===== src/sv/csim_pkg.sv =====
package csim_pkg;

	localparam int SAMPLE_BITS = 24;
	localparam int MAX_LEN     = 4096;
	localparam int SUM_W       = 60;
	localparam int PROD_W      = 2 * SAMPLE_BITS;
	localparam int CNT_W       = $clog2(MAX_LEN + 1);
	localparam int QDEPTH      = 2;
	localparam int QPTR_W      = (QDEPTH > 1) ? $clog2(QDEPTH) : 1;
	localparam int QCNT_W      = $clog2(QDEPTH + 1);
	localparam int LIMB_W      = SUM_W / 2;
	localparam int WIDE_W      = 2 * SUM_W;
	localparam int QUO_W       = 31;
	localparam int SIM_W       = 16;
	localparam int ADDR_W      = 3;

	localparam logic [0:0] REG_THRESHOLD = 1'b0;
	localparam logic signed [SIM_W-1:0] THR_RESET = 16'sd32604;
	localparam logic [SIM_W-2:0] SIM_MAX = '1;

	typedef struct packed {
		logic [SUM_W-1:0] dot;
		logic [SUM_W-1:0] norm_a;
		logic [SUM_W-1:0] norm_b;
		logic             inval;
	} job_t;

endpackage


===== src/sv/csim_jobq.sv =====
module csim_jobq (
	input  logic                        clk,
	input  logic                        arst_n,
	input  logic                        push,
	input  logic                        pop,
	input  csim_pkg::job_t              wr_job,
	output csim_pkg::job_t              rd_job,
	output logic                        nonempty,
	output logic [csim_pkg::QCNT_W-1:0] count
);
	import csim_pkg::*;

	job_t              mem_q [QDEPTH];
	logic [QPTR_W-1:0] wp_q, rp_q;
	logic [QCNT_W-1:0] cnt_q;

	assign rd_job   = mem_q[rp_q];
	assign nonempty = (cnt_q != '0);
	assign count    = cnt_q;

	always_ff @(posedge clk) begin
		if (push)
			mem_q[wp_q] <= wr_job;
	end

	always_ff @(posedge clk or negedge arst_n) begin
		if (!arst_n) begin
			wp_q  <= '0;
			rp_q  <= '0;
			cnt_q <= '0;
		end else begin
			if (push)
				wp_q <= (wp_q == QPTR_W'(QDEPTH - 1)) ? '0 : wp_q + 1'b1;
			if (pop)
				rp_q <= (rp_q == QPTR_W'(QDEPTH - 1)) ? '0 : rp_q + 1'b1;
			if (push && !pop)
				cnt_q <= cnt_q + 1'b1;
			else if (!push && pop)
				cnt_q <= cnt_q - 1'b1;
		end
	end

endmodule


===== config.mk =====
export PLATFORM = sky130hd
export DESIGN_NAME = csim_jobq
export DESIGN_NICKNAME = d
export VERILOG_FILES = /design/src/sv/csim_pkg.sv /design/src/sv/csim_jobq.sv
export SDC_FILE = /design/constraint.sdc
export NUM_CORES = 1
export LEC_CHECK = 0
export BUFFER_PORTS_ARGS = -buffer_cell sky130_fd_sc_hd__buf_2
export CAP_MARGIN = 10
export CORE_ASPECT_RATIO = 1.4
export CORE_UTILIZATION = 52
export DETAILED_ROUTE_END_ITERATION = 16
export PLACE_DENSITY = 0.79
export SETUP_SLACK_MARGIN = 0.4
export SYNTH_ARGS = -nofsm -noshare
export SYNTH_HDL_FRONTEND = slang
export SYNTH_SLANG_ARGS = --single-unit

===== constraint.sdc =====
create_clock -name clk -period 12.3 [get_ports clk]
set_input_delay 2.46 -clock clk [delete_from_list [all_inputs] [get_ports clk]]
set_output_delay 2.46 -clock clk [all_outputs]
set_load 0.03 [all_outputs]

==> impl_metrics.csv <==
group,metric,value,unit
status,status,"completed",
min_path,min_from,"count[1]",
global_routing,grt_pass1_wl,36.3,mm
die,io_pins,369,
worst_setup_path,crit_arrival,2.88,ns
sta,rsz0062_at_grt,"no",
sta,fin_setup_tns,0,ns
sta,finalHoldViolCount,0,
routing,drt_iter0_markers,351,
worst_setup_path,cp-start-kind,"flop",
finish,postLayoutCellArea,16600,um^2
synth,synth.distinct_cells,13,
die,core-area,25300,um^2
worst_setup_path,rr_worst_depth,2,
power_and_ir_drop,p_seq_frac,0.412,
finish,fillCellCount,1741,
synth,synth_fp_nets,764,
die,chipHeight,192,um
place,numPortBuffers,368,
sta,max_freq,187,MHz
die,num_rows,69,
power_and_ir_drop,peakVddDrop,235,uV
power_and_ir_drop,powerDensity,255,nW/um^2
power_and_ir_drop,pwr-share-clk,0.254,
sta,min_period,5.34,ns
clock_network,cts_tree,"yes",
synth,synth-seq-cells,366,
synth,syn_area,13400,um^2
place,hpwlAfterDp,17.2,mm
sta,min_period_over_period,0.434,
global_routing,grt_overflow,0,
global_routing,grt_max_degree,80,
routing,first_pass_iters,4,
worst_setup_path,r2r_slack,9.76,ns
routing,ant_nets,0,
power_and_ir_drop,power_leakage,6.25,nW
finish,nets,1154,
routing,avgViaCountPerCell,5.10,
sta,slew_violations,0,
worst_setup_path,worst-setup-path-type,"flop to output pin",
worst_setup_path,endpoint,"rd_job[126]",
routing,drc_errors,0,
synth,yosys_warnings,0,
clock_network,clk_pin_slew,0.06,ns
global_routing,grt_use_total,0.187,
clock_network,postCtsHoldBufs,0,
synth,avgSynthCellArea,23.1,um^2
power_and_ir_drop,netSwitchingPower,1.45,mW
global_routing,antenna_found_initial,4,
finish,synthToLayoutAreaGrowth,24.1,%
synth,yosysSeqAreaShare,0.822,
min_path,hp-class,"flop to flop",
place,placed_area,15400,um^2
clock_network,htree_levels,2,
die,initial_utilization,0.528,
place,routabilityCongestion,0.774,
finish,drive_gt1_frac,0.612,
worst_setup_path,crit_path_start,"rp_q",
clock_network,cts_buffers,34,
sta,tightest_slew,1.09,ns
routing,wirelength,25.7,mm
synth,synth_cells,578,
die,design.die.area,26300,um^2
die,die_w,137,um
sta,slew_headroom,0.276,
power_and_ir_drop,intPower,2.78,mW
worst_setup_path,critPathRequiredTime,9.84,ns
clock_network,cts_resized,0,
clock_network,postCtsSetupRepairBufs,0,
sta,clock_skew,0.0100,ns
routing,wl_per_cell,19.5,um
power_and_ir_drop,p_comb_frac,0.334,
worst_setup_path,path_max_fanout,73,
clock_network,cts_max_path_buffers,3,
worst_setup_path,worstSetupEndpointType,"output pin",
clock_network,clkSinkCount,366,
global_routing,grt_pass1_vias,6878,
worst_setup_path,r2r_end,"mem_q[0][18]",
run,maxCapViolations,0,
clock_network,clock_latency,0.50,ns
worst_setup_path,reg2reg_from,"wp_q",
sta,setup_viol,0,
power_and_ir_drop,switching_share,0.342,
clock_network,root_buffer,"clkbuf_16",
routing,num_vias,6716,
-- layout make-up --
class	instances	area, um^2	share of cell area
Clock inverter	18	211	0.0128
Timing Repair Buffer	374	1890	0.114
Antenna cell	6	15.0	0.000906
Tap cell	319	399	0.0241
Clock buffer	43	948	0.0573
Multi-Input combinational cell	191	2130	0.128
Inverter	1	3.75	0.000227
Sequential cell	366	11000	0.662
-- worst min path at each step --
stage | to | slack [ns] | cells after the start
final | count[1] | 0.48 | 1
after global routing | count[1] | 0.52 | 1
after CTS | count[1] | 0.48 | 1
after detailed placement | count[1] | 0.48 | 1
after global placement | count[1] | 0.47 | 1
after floorplan | wp_q | 0.45 | 1
-- power by group through the flow --
stage | combinational [mW] | sequential [mW] | clock (mW)
global route | 1.49 | 1.77 | 1.14
finish | 1.41 | 1.74 | 1.07
global placement | 1.42 | 1.75 | 0
detailed placement | 1.42 | 1.77 | 0
CTS | 1.43 | 1.75 | 1.10
floorplan | 1.12 | 1.79 | 0
-- registers in the layout, summed over array words and instances, names as in the netlist --
name	cells
wp_q	1
count	2
rp_q	1
mem_q	362
-- Yosys cell counts, drive strengths merged --
library cell,n,area (um^2)
and2,1,6.26
buf,5,56.3
clkbuf,15,206
dfrtp,4,100
edfxtp,362,10900
ha,1,12.5
inv,1,3.75
mux2,181,2040
nor2,1,3.75
nor2b,1,6.26
or2,1,6.26
xnor2,1,8.76
xor2,4,35.0
-- cells in the final DEF (no fill, tap or decap), drive strengths merged --
master,n
inv,1
xnor2,1
clkbuf,43
diode,6
buf,374
ha,1
clkinv,13
bufinv,5
edfxtp,362
nor2,1
mux2,181
nor2b,1
and2,1
dfrtp,4
xor2,4
or2,1
-- cells by family (layout without fill, tap and decap cells) --
family	Yosys count	in the layout	synth area share
buffers and inverters	21	436	0.0200
xor gates and xnor gates	5	5	0.00328
adders and majority gates	1	1	0.000937
DFF	366	366	0.822
muxes	181	181	0.153
and+or+nand+nor	4	4	0.00169
other	0	6	0
-- routing by layer --
metal	track usage	up-vias	share of wire
met1	0.196	3270	0.35
met2	0.341	282	0.54
met4	0.0913	0	0.040
li1	-	3098	-
met3	0.0472	66	0.069
met5	0	-	0
-- through the flow --
stage / instances / power, mW / setup WS [ns] / hold WS (ns) / util
after global routing: 1317 / 4.40 / 6.81 / 0.523 / 0.655
after floorplan: 578 / 2.91 / 1.28 / 0.453 / -
after global placement: 1251 / 3.17 / 7.48 / 0.469 / 0.608
final: 1318 / 4.23 / 6.96 / 0.484 / 0.655
after CTS: 1312 / 4.27 / 6.93 / 0.485 / 0.654
after detailed placement: 1251 / 3.19 / 7.47 / 0.476 / 0.608
-- critical path, cell delays in order, from the launching register on --
cell	delay, ns
dfrtp_4	0.84
buf_4	0.84
mux2_2	0.45
buf_2	0.19
Note: power is estimated with default switching activity, not from simulation.
