**src/sv/csim_pkg.sv**
```systemverilog
package csim_pkg;

	localparam int SAMPLE_BITS = 24;
	localparam int MAX_LEN     = 4096;
	localparam int SUM_W       = 60;
	localparam int PROD_W      = 2 * SAMPLE_BITS;
	localparam int CNT_W       = $clog2(MAX_LEN + 1);
	localparam int QDEPTH      = 2;
	localparam int QPTR_W      = (QDEPTH > 1) ? $clog2(QDEPTH) : 1;
	localparam int QCNT_W      = $clog2(QDEPTH + 1);
	localparam int LIMB_W      = SUM_W / 2;
	localparam int WIDE_W      = 2 * SUM_W;
	localparam int QUO_W       = 31;
	localparam int SIM_W       = 16;
	localparam int ADDR_W      = 3;

	localparam logic [0:0] REG_THRESHOLD = 1'b0;
	localparam logic signed [SIM_W-1:0] THR_RESET = 16'sd32604;
	localparam logic [SIM_W-2:0] SIM_MAX = '1;

	typedef struct packed {
		logic [SUM_W-1:0] dot;
		logic [SUM_W-1:0] norm_a;
		logic [SUM_W-1:0] norm_b;
		logic             inval;
	} job_t;

endpackage

```
**src/sv/csim_back.sv**
```systemverilog
module csim_back (
	input  logic                    clk,
	input  logic                    arst_n,
	input  logic                    job_valid,
	input  csim_pkg::job_t          job,
	output logic                    job_take,
	input  logic signed [15:0]      threshold,
	input  logic                    pop,
	output logic                    empty,
	output logic signed [15:0]      similarity,
	output logic                    above_threshold,
	output logic                    invalid
);
	import csim_pkg::*;

	typedef enum logic [2:0] {
		ST_IDLE,
		ST_MULP,
		ST_MULX,
		ST_DIV,
		ST_SQRT,
		ST_FIN
	} state_t;

	state_t            state_q;
	logic [SUM_W-1:0]  na_q, nb_q, mag_q;
	logic              neg_q, inval_q;
	logic [1:0]        k_q;
	logic [WIDE_W-1:0] acc_q, p_q;
	logic [WIDE_W:0]   rem_q;
	logic [QUO_W-1:0]  quo_q;
	logic [4:0]        step_q;
	logic [31:0]       n_q;
	logic [19:0]       srem_q;
	logic [15:0]       root_q;
	logic              res_valid_q;
	logic signed [SIM_W-1:0] sim_q;
	logic              above_q, inval_res_q;

	logic [SUM_W-1:0]  op_x, op_y;
	logic [LIMB_W-1:0] limb_x, limb_y;
	logic [SUM_W-1:0]  part;
	logic [WIDE_W-1:0] part_sh, acc_n;
	logic              ge;
	logic [WIDE_W:0]   diff;
	logic [19:0]       srem2, trial;
	logic [SIM_W-2:0]  m;
	logic signed [SIM_W-1:0] s;
	logic              res_free;

	assign empty           = ~res_valid_q;
	assign similarity      = sim_q;
	assign above_threshold = above_q;
	assign invalid         = inval_res_q;
	assign res_free        = ~res_valid_q | pop;
	assign job_take        = (state_q == ST_IDLE) & job_valid;

	// 60x60 multiply as four 30x30 partial products
	always_comb begin
		op_x   = (state_q == ST_MULP) ? na_q : mag_q;
		op_y   = (state_q == ST_MULP) ? nb_q : mag_q;
		limb_x = k_q[0] ? op_x[SUM_W-1:LIMB_W] : op_x[LIMB_W-1:0];
		limb_y = k_q[1] ? op_y[SUM_W-1:LIMB_W] : op_y[LIMB_W-1:0];
		part   = limb_x * limb_y;
		case (k_q)
			2'd0:    part_sh = WIDE_W'(part);
			2'd3:    part_sh = WIDE_W'(part) << (2 * LIMB_W);
			default: part_sh = WIDE_W'(part) << LIMB_W;
		endcase
		acc_n = acc_q + part_sh;
	end

	// restoring division of mag^2 * 2^30 by na*nb, one quotient bit a cycle
	always_comb begin
		ge   = (rem_q >= {1'b0, p_q});
		diff = ge ? rem_q - {1'b0, p_q} : rem_q;
	end

	// integer square root, one root bit a cycle
	always_comb begin
		srem2 = {srem_q[17:0], n_q[31:30]};
		trial = {2'b00, root_q, 2'b01};
	end

	always_comb begin
		m = (root_q > 16'(SIM_MAX)) ? SIM_MAX : root_q[SIM_W-2:0];
		s = neg_q ? -$signed({1'b0, m}) : $signed({1'b0, m});
	end

	always_ff @(posedge clk or negedge arst_n) begin
		if (!arst_n) begin
			state_q     <= ST_IDLE;
			na_q        <= '0;
			nb_q        <= '0;
			mag_q       <= '0;
			neg_q       <= 1'b0;
			inval_q     <= 1'b0;
			k_q         <= '0;
			acc_q       <= '0;
			p_q         <= '0;
			rem_q       <= '0;
			quo_q       <= '0;
			step_q      <= '0;
			n_q         <= '0;
			srem_q      <= '0;
			root_q      <= '0;
			res_valid_q <= 1'b0;
			sim_q       <= '0;
			above_q     <= 1'b0;
			inval_res_q <= 1'b0;
		end else begin
			if (state_q == ST_FIN && res_free)
				res_valid_q <= 1'b1;
			else if (pop)
				res_valid_q <= 1'b0;
			case (state_q)
				ST_IDLE: begin
					if (job_valid) begin
						na_q    <= job.norm_a;
						nb_q    <= job.norm_b;
						neg_q   <= job.dot[SUM_W-1];
						mag_q   <= job.dot[SUM_W-1] ? -job.dot : job.dot;
						inval_q <= job.inval;
						acc_q   <= '0;
						k_q     <= '0;
						state_q <= job.inval ? ST_FIN : ST_MULP;
					end
				end
				ST_MULP: begin
					k_q <= k_q + 1'b1;
					if (k_q == 2'd3) begin
						p_q     <= acc_n;
						acc_q   <= '0;
						state_q <= ST_MULX;
					end else begin
						acc_q <= acc_n;
					end
				end
				ST_MULX: begin
					k_q <= k_q + 1'b1;
					if (k_q == 2'd3) begin
						rem_q   <= {1'b0, acc_n};
						quo_q   <= '0;
						step_q  <= '0;
						state_q <= ST_DIV;
					end else begin
						acc_q <= acc_n;
					end
				end
				ST_DIV: begin
					quo_q <= {quo_q[QUO_W-2:0], ge};
					rem_q <= {diff[WIDE_W-1:0], 1'b0};
					if (step_q == 5'(QUO_W - 1)) begin
						n_q     <= {1'b0, quo_q[QUO_W-2:0], ge};
						srem_q  <= '0;
						root_q  <= '0;
						step_q  <= '0;
						state_q <= ST_SQRT;
					end else begin
						step_q <= step_q + 1'b1;
					end
				end
				ST_SQRT: begin
					n_q    <= {n_q[29:0], 2'b00};
					step_q <= step_q + 1'b1;
					if (srem2 >= trial) begin
						srem_q <= srem2 - trial;
						root_q <= {root_q[14:0], 1'b1};
					end else begin
						srem_q <= srem2;
						root_q <= {root_q[14:0], 1'b0};
					end
					if (step_q == 5'd15)
						state_q <= ST_FIN;
				end
				ST_FIN: begin
					if (res_free) begin
						if (inval_q) begin
							sim_q       <= '0;
							above_q     <= 1'b0;
							inval_res_q <= 1'b1;
						end else begin
							sim_q       <= s;
							above_q     <= (s > threshold);
							inval_res_q <= 1'b0;
						end
						state_q <= ST_IDLE;
					end
				end
				default: state_q <= ST_IDLE;
			endcase
		end
	end

endmodule

```
**config.mk**
```make
export PLATFORM = sky130hd
export DESIGN_NAME = csim_back
export DESIGN_NICKNAME = d
export VERILOG_FILES = /design/src/sv/csim_pkg.sv /design/src/sv/csim_back.sv
export SDC_FILE = /design/constraint.sdc
export NUM_CORES = 2
export LEC_CHECK = 0
export BUFFER_PORTS_ARGS = -buffer_cell sky130_fd_sc_hd__buf_4
export CORE_MARGIN = 3
export CORE_UTILIZATION = 50
export DETAILED_ROUTE_END_ITERATION = 7
export PLACE_DENSITY = 0.64
export SLEW_MARGIN = 10
export SYNTH_ARGS = -nofsm -noshare
export SYNTH_HDL_FRONTEND = slang
export SYNTH_SLANG_ARGS = --single-unit
```
**constraint.sdc**
```tcl
create_clock -name clk -period 24.3 [get_ports clk]
set_input_delay 1.215 -clock clk [delete_from_list [all_inputs] [get_ports clk]]
set_output_delay 1.215 -clock clk [all_outputs]
set_load 0.01 [all_outputs]
```
==> metrics.md <==
| Metric | Value |
|---|---|
| Worst min-delay path class | register to register |
| CP max stage cell | o31a_1 |
| Cell count after synthesis | 9225 |
| Dominant register cell in the synthesized netlist | dfrtp_1 |
| Via count normalized by instance count | 6.032 |
| Worst hold slack | 0.4730 ns |
| Max Slew Vio Count | 0 |
| Cell area after technology mapping | 76390 um2 |
| Sequential cell area fraction in the yosys report | 21.88% |
| Post-synthesis to final-layout area growth | 8.438% |
| Total negative slack | 0 ns |
| Outcome | finished, final reports clean |
| Number of storage elements in the synthesis netlist | 668 |
| # setup viols final | 0 |
| Number of nets with antenna violations after detailed routing | 0 |
| Maxcap violations | 0 |
| Transition time at the pin with the least slew margin | 1.262 ns |
| Average wire per standard cell | 24.38 um |
| Insertion delay to the later sink of the worst-skew pair | 0.73 ns |
| Cell mode on critical path | fa_1 |
| Num rows | 142 |
| Average cell area after synthesis | 8.281 um2 |
| Worst flop-to-flop path startpoint | state_q[2] |
| Number of I/O pins | 221 |
| Area of placed instances | 79940 um2 |
| Total wirelength of the detailed-routed design | 273300 um |
| Peak supply drop | 0.04541 mV |
| Weighted congestion at the end of routability-driven global placement | 0.9914 |
| Portion of the clock cycle consumed by the worst path in the final layout | 65.04% |
| Maximum clock rate | 0.06327 GHz |
| I/O Buffers | 220 |
| Cell type with the highest aggregate area in the netlist | dfrtp_1 |
| Congestion Overflow GR | 0 |
| GRT Total Usage | 34.32% |
| Clock input transition at the sequential cells of the worst setup and hold paths | 0.06 ns |
| Buffer and inverter count on the worst path | 7 |
| Net count after synthesis | 10740 |
| Maximum level of the CTS H-tree | 3 |
| Antenna violations before repair | 8 |
| Cell at the root of the clock tree | clkbuf_16 |
| First-iteration detailed-routing DRC count | 5986 |
| Highest cell delay on the worst timing path | 0.84 ns |
| Synth top area share | 21.88% |
| Hold violation count in the final report | 0 |
| Clock tree from TritonCTS | built |
| Largest net degree at the start of global routing | 146 |
| Most frequently used cell type in the post-synthesis netlist | nand2_1 |
| Leak | 40.26 nW |
| DP Wirelength | 217300 um |
| Nets@finish | 10640 |
| Gates resized, CTS repair | 0 |
| Final core utilization | 54.92% |
| Cell depth of the worst min-delay path | 2 |
| Top post-synthesis cells by area | dfrtp_1 (22%), fa_1 (20%), ha_1 (8.7%) |
| Terminus of the critical flop-to-flop path | rem_q[118] |
| Routed vias | 67610 |
| Area of the core region | 150800 um2 |
| Overall die width | 396.9 um |
| Start point of the worst min-delay path | mag_q[32] |
| Total clock buffers created by CTS | 81 |
| Final Skew | 0.05264 ns |
| Global-route wire length before repair | 415300 um |
| Largest fanout on the critical path | 79 |
| DRC violation count after routing | 0 |
| Fraction of registers with async set/reset | 100.0% |
| R2R depth | 44 |
| Synth Warn # | 0 |
| CTS Hold Buffers Added | 0 |
| Most frequent cells after synthesis | nand2_1 (1335), inv_1 (1113), nor2_1 (965), fa_1 (782), dfrtp_1 (668) |
| Die Span Y | 396.9 um |
| Number of unique standard cell types used by synthesis | 100 |
| Final Total Pwr | 2.538 mW |
| Normalized max-slew margin | 15.12% |
| Reg-to-reg slack, setup | 8.50 ns |
| Cell family contributing the most delay on the critical path | adder cells |
| Total die area | 157500 um2 |
| Nature of the critical path endpoint | register |
| Number of optimization iterations in the first detailed-route pass | 6 |
| Count of flip-flops with a built-in enable after synthesis | 0 |
| Clk buf depth | 3 |
| Arrival time of the worst setup path | 16.42 ns |
| Number of global-route vias before repair | 67810 |
| Number of post-CTS setup repair buffers | 0 |
| Final instance area | 82840 um2 |
| Sink Count | 668 |
| Unrepaired setup endpoints after global routing | no |
| Hold Path End | mag_q[32] |
| Fraction of final layout cells with drive strength greater than 1 | 7.847% |
| Total power divided by cell area | 30.64 nW/um2 |
| Starting utilization of the core area | 50.65% |
| Critical path startpoint category | register |
| Category of the most critical setup path | register to register |
| Clock period minus final worst setup slack | 15.80 ns |
| Critical path data required time | 24.92 ns |
[worst register-to-register path, delay by kind of cell (launching register included)]
family / cells / cell delay [ns]
buffers and inverters: 7 / 1.12
flip-flops: 1 / 0.78
AO/OA/AOI/OAI: 14 / 4.40
XOR/XNOR: 2 / 0.88
AND/OR/NAND/NOR: 11 / 3.48
adder cells (fa/ha/maj): 10 / 5.03
[report_power, final]
group / internal [mW] / leakage, nW / switching (mW) / total [mW]
registers: 1.12 / 8.63 / 0.0000479 / 1.12
logic: 0.0377 / 30.2 / 0.0680 / 0.106
clock network: 0.760 / 1.39 / 0.557 / 1.32
total: 1.91 / 40.3 / 0.625 / 2.54
[sequential cells by signal (all words and copies together) (netlist names), 18 cells and up]
name / flops
nb_q: 60
srem_q: 18
quo_q: 30
p_q: 120
rem_q: 121
mag_q: 60
acc_q: 120
n_q: 32
na_q: 60
[logic make-up (layout without fill, tap and decap cells)]
kind of cell | after synthesis | after routing | share of synthesized area [%]
compound gates | 2172 | 2172 | 18.41
simple gates | 2942 | 2942 | 16.58
flops | 668 | 668 | 21.88
other cells | 0 | 4 | 0
buf+inv | 1658 | 1621 | 8.191
xor+xnor | 355 | 355 | 4.070
mux | 116 | 116 | 1.664
fa+ha+maj | 1314 | 1314 | 29.21
[final cells by class]
cell class	instances	area [um2]
Inverter	1114	4184
Fill cell	14110	68000
Multi-Input combinational cell	6899	53800
Timing Repair Buffer	356	2705
Clock inverter	49	666.9
Sequential cell	668	16720
Clock buffer	102	2226
Tap cell	2016	2522
Antenna cell	4	10.01
[layout by cell type, fill, tap and decap left out, drive strengths merged, types with 21 or more instances in the layout]
master  synthesis  routed
mux2           78      78
nor2          966     966
o21ai         556     556
o22ai          49      49
a22o          162     162
o31ai          98      98
nor4           21      21
and2           77      77
ha            532     532
o211ai         87      87
buf            47     356
clkbuf        497     102
a211oi         30      30
inv          1113    1122
or3            29      29
a31oi          33      33
nand3          89      89
and3           28      28
nand2b         65      65
clkinv          1      23
o31a           61      61
dfrtp         668     668
a21oi         577     577
a21o          151     151
a21boi         23      23
o21a           38      38
nand2        1335    1335
o21bai         94      94
xnor2         183     183
xor2          172     172
nand4         143     143
a221oi         24      24
nor2b          37      37
mux2i          37      37
nor3           76      76
a22oi          55      55
fa            782     782
[worst max-delay path by stage]
stage,startpoint,end,depth (start not counted),slack [ns]
finish,state_q[2],rem_q[118],44,8.50
global route,state_q[2],rem_q[118],46,7.76
CTS,state_q[2],rem_q[118],44,8.78
detailed placement,state_q[2],rem_q[118],42,8.79
global placement,state_q[2],rem_q[118],44,9.10
floorplan,state_q[0],p_q[100],47,12.22
[stage by stage]
stage	cells	worst slack [ns]
6_report	11210	8.495
3_5_place_dp	11050	8.788
3_3_place_gp	11050	9.100
4_1_cts	11200	8.783
5_1_grt	11210	7.759
2_1_floorplan	9225	12.22
[routing by layer]
| metal | vias up | share of wire [%] | GRT usage [%] |
|---|---|---|---|
| met3 | 584 | 8.8 | 7.536 |
| met4 | 4 | 4.7 | 13.59 |
| met2 | 2932 | 45 | 54.13 |
| met5 | - | 0.011 | 0 |
| li1 | 30490 | - | - |
| met1 | 33600 | 42 | 45.99 |
Note: power is estimated with default switching activity, not from simulation.
